--- config.mk ---
export PLATFORM = sky130hd
export DESIGN_NAME = tcw_ctrl
export DESIGN_NICKNAME = d
export VERILOG_FILES = /design/src/sv/tcw_pkg.sv /design/src/sv/tcw_ctrl.sv
export SDC_FILE = /design/constraint.sdc
export NUM_CORES = 1
export LEC_CHECK = 0
export BUFFER_PORTS_ARGS = -buffer_cell sky130_fd_sc_hd__buf_2
export CAP_MARGIN = 20
export CORE_MARGIN = 1
export CORE_UTILIZATION = 30
export CTS_CLUSTER_DIAMETER = 60
export DETAILED_ROUTE_END_ITERATION = 16
export MAX_ROUTING_LAYER = met4
export SETUP_SLACK_MARGIN = 0.1
export SYNTH_ARGS = -nofsm -noshare
export SYNTH_HDL_FRONTEND = slang
export SYNTH_SLANG_ARGS = --single-unit
--- constraint.sdc ---
create_clock -name clk_i -period 3.8 [get_ports clk_i]
set_clock_uncertainty 0.1 [all_clocks]
set_input_delay 0.38 -clock clk_i [delete_from_list [all_inputs] [get_ports clk_i]]
set_output_delay 0.38 -clock clk_i [all_outputs]
set_load 0.005 [all_outputs]
--- src/sv/tcw_pkg.sv ---
// ============================================================================
// tcw_pkg: shared types and constants for the text console writer
// Holds the action codes, cell constants and the controller/datapath
// command and status bundles.
// ============================================================================
`timescale 1ns / 1ps
`default_nettype none

package tcw_pkg;

  // Action codes carried in the input tuser field
  typedef enum logic [1:0] {
    ACT_PUT    = 2'd0,
    ACT_SCROLL = 2'd1,
    ACT_READ   = 2'd2
  } tcw_action_e;

  // Configuration register indexes (word index in the APB space)
  localparam logic REG_TEXT_COLOR = 1'b0;

  localparam logic [7:0]  NEWLINE_CODE     = 8'd10;
  localparam logic [7:0]  SPACE_CODE       = 8'd32;
  localparam logic [7:0]  TEXT_COLOR_RESET = 8'h07;
  localparam logic [15:0] CELL_RESET       = {TEXT_COLOR_RESET, SPACE_CODE};

  // Commands from the controller to the datapath
  typedef struct packed {
    logic clr_step;   // write one reset cell and advance the clear pointer
    logic load;       // capture the input transaction
    logic addr_calc;  // register the cell address of the transaction
    logic put;        // store the character and advance the cursor
    logic scr_start;  // rotate the row base and set up the row copy
    logic copy_step;  // one read/write step of the bottom row copy
    logic rd;         // issue the cell read
    logic out_load;   // load the result register
  } tcw_cmd_t;

  // Status from the datapath to the controller
  typedef struct packed {
    logic       clr_done;
    logic [1:0] action;
    logic       needs_scroll;
    logic       copy_done;
    logic       out_free;
  } tcw_status_t;

endpackage

`default_nettype wire

--- src/sv/tcw_ctrl.sv ---
// ============================================================================
// tcw_ctrl: text console writer controller
// One-hot sequencer: clearing pass after reset, then one transaction at a
// time through address, write/read, row copy and result stages.
// ============================================================================
`timescale 1ns / 1ps
`default_nettype none

module tcw_ctrl (
  input  logic                 clk_i,
  input  logic                 rst_ni,
  input  logic                 in_valid_i,
  output logic                 in_ready_o,
  input  tcw_pkg::tcw_status_t status_i,
  output tcw_pkg::tcw_cmd_t    cmd_o
);
  import tcw_pkg::*;

  typedef enum logic [7:0] {
    S_CLEAR  = 8'b0000_0001,
    S_IDLE   = 8'b0000_0010,
    S_ADDR   = 8'b0000_0100,
    S_PUT    = 8'b0000_1000,
    S_SCROLL = 8'b0001_0000,
    S_COPY   = 8'b0010_0000,
    S_READ   = 8'b0100_0000,
    S_RESP   = 8'b1000_0000
  } tcw_state_e;

  tcw_state_e state_q, state_d;

  assign in_ready_o = (state_q == S_IDLE);

  // Next state and command decode
  always_comb begin
    state_d = state_q;
    cmd_o   = '0;
    case (state_q)
      S_CLEAR: begin
        cmd_o.clr_step = 1'b1;
        if (status_i.clr_done) state_d = S_IDLE;
      end
      S_IDLE: begin
        if (in_valid_i) begin
          cmd_o.load = 1'b1;
          state_d    = S_ADDR;
        end
      end
      S_ADDR: begin
        cmd_o.addr_calc = 1'b1;
        case (status_i.action)
          ACT_PUT:    state_d = S_PUT;
          ACT_SCROLL: state_d = S_SCROLL;
          ACT_READ:   state_d = S_READ;
          default:    state_d = S_RESP;
        endcase
      end
      S_PUT: begin
        cmd_o.put = 1'b1;
        state_d   = status_i.needs_scroll ? S_SCROLL : S_RESP;
      end
      S_SCROLL: begin
        cmd_o.scr_start = 1'b1;
        state_d         = S_COPY;
      end
      S_COPY: begin
        cmd_o.copy_step = 1'b1;
        if (status_i.copy_done) state_d = S_RESP;
      end
      S_READ: begin
        cmd_o.rd = 1'b1;
        state_d  = S_RESP;
      end
      S_RESP: begin
        if (status_i.out_free) begin
          cmd_o.out_load = 1'b1;
          state_d        = S_IDLE;
        end
      end
      default: state_d = S_IDLE;
    endcase
  end

  // State register
  always_ff @(posedge clk_i or negedge rst_ni) begin
    if (!rst_ni) begin
      state_q <= S_CLEAR;
    end else begin
      state_q <= state_d;
    end
  end

endmodule

`default_nettype wire

Word-level counts from Yosys, hierarchy flattened

Index checks and enable logic that the tools add are counted.

Register bits: 8
Output and inout port bits: 9
Word-level logic and storage cells: 34

Equal/unequal tests: 14
Mux-type cells: 17
Reductions and logical operators: 2

Operators with widths:

| operator           | number |
|---|---|
| $pmux 8 s8         | 1 |
| $mux 8             | 5 |
| $pmux 8 s3         | 1 |
| $mux 1             | 10 |
| $eq 8x1->1 const B | 1 |
| $eq 8x2->1 const B | 1 |
| $eq 8x3->1 const B | 1 |
| $eq 8x4->1 const B | 1 |
| $eq 8x5->1 const B | 1 |
| $eq 8x6->1 const B | 1 |
| $eq 8x7->1 const B | 1 |
| $eq 8x8->1 const B | 1 |
| $ne 2x2->1 const B | 4 |
| $reduce_and 4->1   | 1 |
| $eq 2x1->1 const B | 1 |
| $eq 2x2->1 const B | 1 |
| $logic_not 2->1    | 1 |

Depth between registers and ports, before layout

Gate-level depths: netlist of the first run.

Depth after elaboration: 3
Mapped depth: 5
Depth with buffers taken out: 4

Worst setup path after synthesis of the first run

Ideal clock, no wire load.

Kind: reg-to-output
Start point: register state_q[5]
End point: output port cmd_o[6] (netlist bit)
Data arrival time: 1.101 ns
Slack: 2.219 ns
Stages on the path, launching flop included: 6
Buffers on the path: 1
Cell sequence: dfrtp_1 buf_2 nor3_1 nand4b_1 inv_1 and2_1

RTL lines:

| what                     | RTL line       | RTL |
|---|---|---|
| start: declaration       | tcw_ctrl.sv:30 | `tcw_state_e state_q, state_d;` |
| start signal: assignment | tcw_ctrl.sv:89 | `state_q <= state_d;` |
| end: declaration         | tcw_ctrl.sv:15 | `output tcw_pkg::tcw_cmd_t cmd_o` |

==> results_dict.tcl, run 1 <==
set metrics [dict create \
    ys_top_cells_by_area "dfrtp_1, dfstp_2, nor2_1" \
    max-slew-margin-rel 0.792 \
    final_util 0.399 \
    synth_common_cells "dfrtp_1, nor2_1, inv_1, nor3_1, o21ai_0" \
    final_area_um2 696 \
    grt_overflow 0 \
    whs_path_depth 2 \
    grt_max_degree 10 \
    cts-root-buf "clkbuf_4" \
    hold_path_class "in -> reg" \
    drt-vias-per-instance 4.96 \
    p_per_area_mw_per_mm2 517 \
    antenna_found_initial 0 \
    nets 90 \
    start_util 0.325 \
    drive_gt1_frac 0.350 \
    rsz0062_at_grt "false" \
    regToRegStartpoint "state_q[5]$_DFFE_PN0P_" \
    drtIter0Drc 10 \
    share_comb_of_total_power 0.440 \
    track_usage 0.129 \
    leakage_uw 0.000348 \
    clk_path_buf_depth 2 \
    path_cells "nor3_2, nand4b_1, inv_1, and2_1, buf_2" \
    period_minus_slack_ns 2.00 \
    p_sw_frac 0.409 \
    ant_nets 0 \
    drc 0 \
    num_rows 15 \
    fin_crit_sh 0.526 \
    vias 521 \
    arrival_ns 1.52 \
    cts_setup_buffers 0 \
    wl_per_cell_um 11.8 \
    regMostFlops "state_q" \
    layout_setup_ws_ns 1.80 \
    synth_edf_count 0 \
    pwr-share-clk 0.199 \
    cts_buffers 3 \
    fp.dieW_um 45.5 \
    power.internal_uw 213 \
    dr.pass1.iters 4 \
    critPathKind "reg -> out" \
    p_seq_frac 0.361 \
    synthFlopType "dfrtp_1" \
    synth.avg_cell_area_um2 9.29 \
    regArea_um2 201 \
    syn_inst 61 \
    clock_latency_ns 0.25 \
    synth_top_cell_by_area "dfrtp_1" \
    hpwlAfterDp_um 982 \
    yosys_warnings 0 \
    fin_hold_ws_ns 0.211 \
    syn2layout_area_growth_pct 22.7 \
    syn_nets 70 \
    timing.fmax_mhz 500 \
    diodes 0 \
    r2r_cells 4 \
    grt_pass1_vias 428 \
    async_reset_ff_frac 1.00 \
    hold_end "state_q[3]$_DFFE_PN0P_" \
    hold_viol 0 \
    crit_path_max_fanout 6 \
    status "completed" \
    vdd_drop_max_mv 0.167 \
    cts.clk_slew.worst_paths_ns 0.06 \
    min_from "status_i[4]" \
    cp.required_ns 3.32 \
    endpoint_kind "primary output" \
    cts_tree "built" \
    yosysTopAreaCellShare 0.309 \
    gp_congestion 0.765 \
    startpoint_type "register" \
    ys_types 37 \
    worstMarginPinSlew_ns 0.310 \
    grt_pass1_wl_mm 1.87 \
    dieArea_mm2 0.00207 \
    nFillCells 191 \
    pre_cts_ws_ns 2.07 \
    max_stage_delay_ns 0.43 \
    finalSetupViolations 0 \
    multi_input_area_um2 323 \
    yosysMostFrequentCell "dfrtp_1" \
    synth-seq-area-share 0.355 \
    totalWireLength_mm 1.23 \
    cts.sinks 8 \
    pin_count 18 \
    largest_register_ffs 8 \
    ctsHtreeMaxLevel 1 \
    core_area_mm2 0.00175 \
    numPortBuffers 17 \
    placed_area_um2 659 \
    die_h_um 45.5 \
    cap_violations 0 \
    reg2reg_to "state_q[1]$_DFFE_PN0P_" \
    cp_slowest_cell "dfrtp_1" \
    reg2reg_slack_ns 2.27 \
    p_switching_uw 147 \
    syn-cell-area_um2 567 \
    top_regs "state_q x8" \
    setup_tns_ns 0 \
    drv_slew 0 \
    synth_seq_cells 8 \
]
per-stage QoR:
step                      power, uW  cells
after floorplan                 243     61
after detailed placement        289    100
after CTS                       362    105
final                           360    105
after global placement          288    100
after global routing            393    105
repair_timing:
item,4_1_cts,5_1_grt
gates resized for setup,0,0
hold buffers,1,0
endpoints found under the hold margin,7,0
layer usage:
metal / up-vias / GRT usage / part of all wire
li1: 264 / - / -
met1: 239 / 0.161 / 0.48
met2: 16 / 0.203 / 0.46
met3: 2 / 0.0238 / 0.044
met4: 0 / 0.0545 / 0.0097
met5: - / - / 0
cell usage in the layout, fill, tap and decap left out, drive strengths merged, types with 2 or more instances in the layout:
| cell | instances |
|---|---|
| o32ai | 2 |
| nor3 | 6 |
| nor3b | 3 |
| clkbuf | 4 |
| nor2 | 6 |
| nor2b | 2 |
| dfrtp | 7 |
| buf | 17 |
| nand4b | 2 |
| inv | 5 |
| o21ai | 3 |
| and2 | 2 |
power groups by stage:
stage | clock network (uW) | registers [uW] | logic (uW)
5_1_grt | 79.5 | 133 | 180
2_1_floorplan | 0 | 121 | 123
4_1_cts | 73.6 | 129 | 160
3_3_place_gp | 0 | 131 | 157
3_5_place_dp | 0 | 130 | 159
6_report | 71.6 | 130 | 158
cell type report:
cell class	instances	share of cell area
multi-input cells	45	0.464
repair buffers	18	0.137
well taps	25	0.0450
flip-flops and latches	8	0.290
clock buffers	4	0.0378
inverters	5	0.0270
worst max-delay path by stage:
stage,startpoint,endpoint,slack [ns],depth (start not counted)
6_report,state_q[3]$_DFFE_PN0P_,cmd_o[6],1.80,5
5_1_grt,state_q[3]$_DFFE_PN0P_,cmd_o[6],1.64,5
4_1_cts,state_q[3]$_DFFE_PN0P_,cmd_o[6],1.78,5
3_5_place_dp,state_q[3]$_DFFE_PN0P_,cmd_o[6],2.07,5
3_3_place_gp,state_q[3]$_DFFE_PN0P_,cmd_o[6],2.09,5
2_1_floorplan,state_q[5]$_DFFE_PN0P_,cmd_o[6],2.22,5
logic make-up after synthesis:
| logic type | synth area share |
|---|---|
| flip-flops | 0.355 |
| AO/OA/AOI/OAI | 0.203 |
| buffers and inverters | 0.0750 |
| XOR/XNOR | 0.0155 |
| AND/OR/NAND/NOR | 0.351 |
worst max-delay path: cells and delay by family, from the launching register on:
| family | cells | cell delay (ns) |
|---|---|---|
| flip-flops | 1 | 0.43 |
| buffers and inverters | 2 | 0.21 |
| AND/OR/NAND/NOR | 3 | 0.62 |
Note: power is estimated with default switching activity, not from simulation.
==> inputs of run 2 (changes only) <==
- ABC_AREA: not set -> 1
- clock period: 3.8 -> 1.9 ns (I/O delays scaled with it)
==> run 2 against run 1 <==
Clock power up 94%; routed wire length is 3.4% lower; area after synthesis grew 0.66%; count of clock-buffer cells in the layout stayed put; synthesized cell count increased by 31%; total power grew 120%; via count increased by 3.8%; sequential power rose by 78%; combinational power rose to 2.7 times the previous value.
==> results_dict.tcl, run 2 <==
set metrics [dict create \
    status "completed" \
    cts.sinks 8 \
    layout_commonest_cell "inv_1" \
    path_delay_family "simple AND/OR/NAND/NOR gates" \
    track_usage 0.139 \
    cts_buffers 3 \
    finalPower_uw 791 \
    gp_congestion 0.822 \
    numPortBuffers 17 \
    cap_violations 0 \
    cts_tree "built" \
    grt_max_degree 9 \
    r2r_cells 8 \
    path_cells "nor2_2, nand2_1, nor2_8, inv_1, nor2_1, buf_2" \
    nets 112 \
    drtIter0Drc 6 \
    regMostFlops "state_q" \
    clk_path_buf_depth 2 \
    start_util 0.327 \
    vdd_drop_max_mv 0.562 \
    hold_viol 0 \
    diodes 0 \
    pin_count 18 \
    regArea_um2 201 \
    synth_common_cells "inv_1, nand2_1, nor2_1, dfrtp_1, nand3_1" \
    period_minus_slack_ns 1.68 \
    ant_nets 0 \
    synth.avg_cell_area_um2 7.13 \
    drt-vias-per-instance 4.26 \
    worstMarginPinSlew_ns 0.213 \
    max_stage_delay_ns 0.41 \
    grt_pass1_wl_mm 1.93 \
    max-slew-margin-rel 0.857 \
    yosysTopAreaCellShare 0.307 \
    synth-seq-area-share 0.353 \
    dieArea_mm2 0.00208 \
    grt_pass1_vias 485 \
    synth_seq_cells 8 \
    syn-cell-area_um2 571 \
    rsz0062_at_grt "false" \
    cts.clk_slew.worst_paths_ns 0.05 \
    hold_path_class "in -> reg" \
    finalSetupViolations 0 \
    most-common-layout-cells "inv_1, nand2_1, buf_2, nor2_1, dfrtp_1" \
    synth_edf_count 0 \
    hold_end "state_q[3]$_DFFE_PN0P_" \
    critPathLaunch "state_q[3]$_DFFE_PN0P_" \
    arrival_ns 1.39 \
    timing.fmax_mhz 596 \
    whs_path_depth 2 \
    synth_top_cell_by_area "dfrtp_1" \
    crit_buf_inv 2 \
    fp.dieW_um 45.6 \
    nFillCells 184 \
    syn_nets 89 \
    die_h_um 45.6 \
    endpoint_kind "primary output" \
    ys_types 15 \
    num_rows 15 \
    async_reset_ff_frac 1.00 \
    totalWireLength_mm 1.19 \
    syn2layout_area_growth_pct 26.8 \
    synthFlopType "dfrtp_1" \
    leakage_uw 0.000426 \
    setup_tns_ns 0 \
    yosysMostFrequentCell "inv_1" \
    antenna_found_initial 0 \
    largest_register_ffs 8 \
    ys_top_cells_by_area "dfrtp_1, inv_1, nand2_1" \
    reg2reg_to "state_q[1]$_DFFE_PN0P_" \
    top_regs "state_q x8" \
    cp_slowest_cell "dfrtp_1" \
    cts-root-buf "clkbuf_4" \
    p_per_area_mw_per_mm2 1090 \
    wl_per_cell_um 9.39 \
    fin_crit_sh 0.884 \
    hpwlAfterDp_um 984 \
    min_from "status_i[4]" \
    multi_input_area_um2 302 \
    vias 541 \
    drv_slew 0 \
    yosys_warnings 0 \
    drc 0 \
    drive_gt1_frac 0.333 \
    dr.pass1.iters 4 \
    startpoint_type "register" \
    core_area_mm2 0.00175 \
    reg2reg_slack_ns 0.47 \
    cp.required_ns 1.61 \
    syn_inst 80 \
    critPathKind "reg -> out" \
    crit_path_max_fanout 4 \
    grt_overflow 0 \
    regToRegStartpoint "state_q[3]$_DFFE_PN0P_" \
    ctsHtreeMaxLevel 1 \
    clock_latency_ns 0.26 \
]
## run 2: cell type report
| cell class | count | area share |
|---|---|---|
| clock buffer | 4 | 0.0363 |
| inverter | 18 | 0.0934 |
| multi-input combinational | 54 | 0.417 |
| sequential | 8 | 0.279 |
| tap | 25 | 0.0433 |
| timing repair buffer | 18 | 0.131 |
## run 2: metal layers
| layer | GRT usage | part of all wire |
|---|---|---|
| met4 | 0.0848 | 0.0067 |
| met2 | 0.209 | 0.50 |
| met5 | - | 0 |
| met3 | 0.0238 | 0.052 |
| met1 | 0.172 | 0.44 |
## run 2: timing repair
item / 4_1_cts / 5_1_grt
endpoints found under the hold margin: 8 / 0
buffers inserted: 0 / 0
gates resized for setup: 0 / 0
hold buffers: 1 / 0
endpoints found under the setup margin: 0 / 0
## run 2: cells by family (layout without fill, tap and decap cells)
family	count (synthesis)	count (layout)	synth area share
buffers and inverters	18	40	0.118
AO/OA/AOI/OAI	1	1	0.00876
flip-flops	8	8	0.353
AND/OR/NAND/NOR	53	53	0.520
## run 2: metrics by stage
step	setup slack, ns	instance area (um2)	utilization	hold WS, ns	std cells
final	0.221	723	0.414	0.0325	127
after global routing	0.111	723	0.414	0.0140	127
after CTS	0.194	723	0.414	0.0220	127
after detailed placement	0.470	687	0.394	-0.0602	122
after global placement	0.486	687	0.394	-0.0595	122
after floorplan	0.623	571	-	-0.206	80
## run 2: worst max-delay path by stage
stage,end,slack [ns],depth (start not counted)
after floorplan,state_q[1]$_DFFE_PN0P_,0.62,8
after global placement,state_q[1]$_DFFE_PN0P_,0.49,8
after detailed placement,state_q[1]$_DFFE_PN0P_,0.47,8
after CTS,cmd_o[6],0.19,6
after global routing,cmd_o[6],0.11,6
final,cmd_o[6],0.22,6
## run 2: power breakdown
group | internal [uW] | switching (uW) | total [uW]
logic | 151 | 269 | 421
clock network | 80.3 | 58.3 | 139
registers | 204 | 26.9 | 231
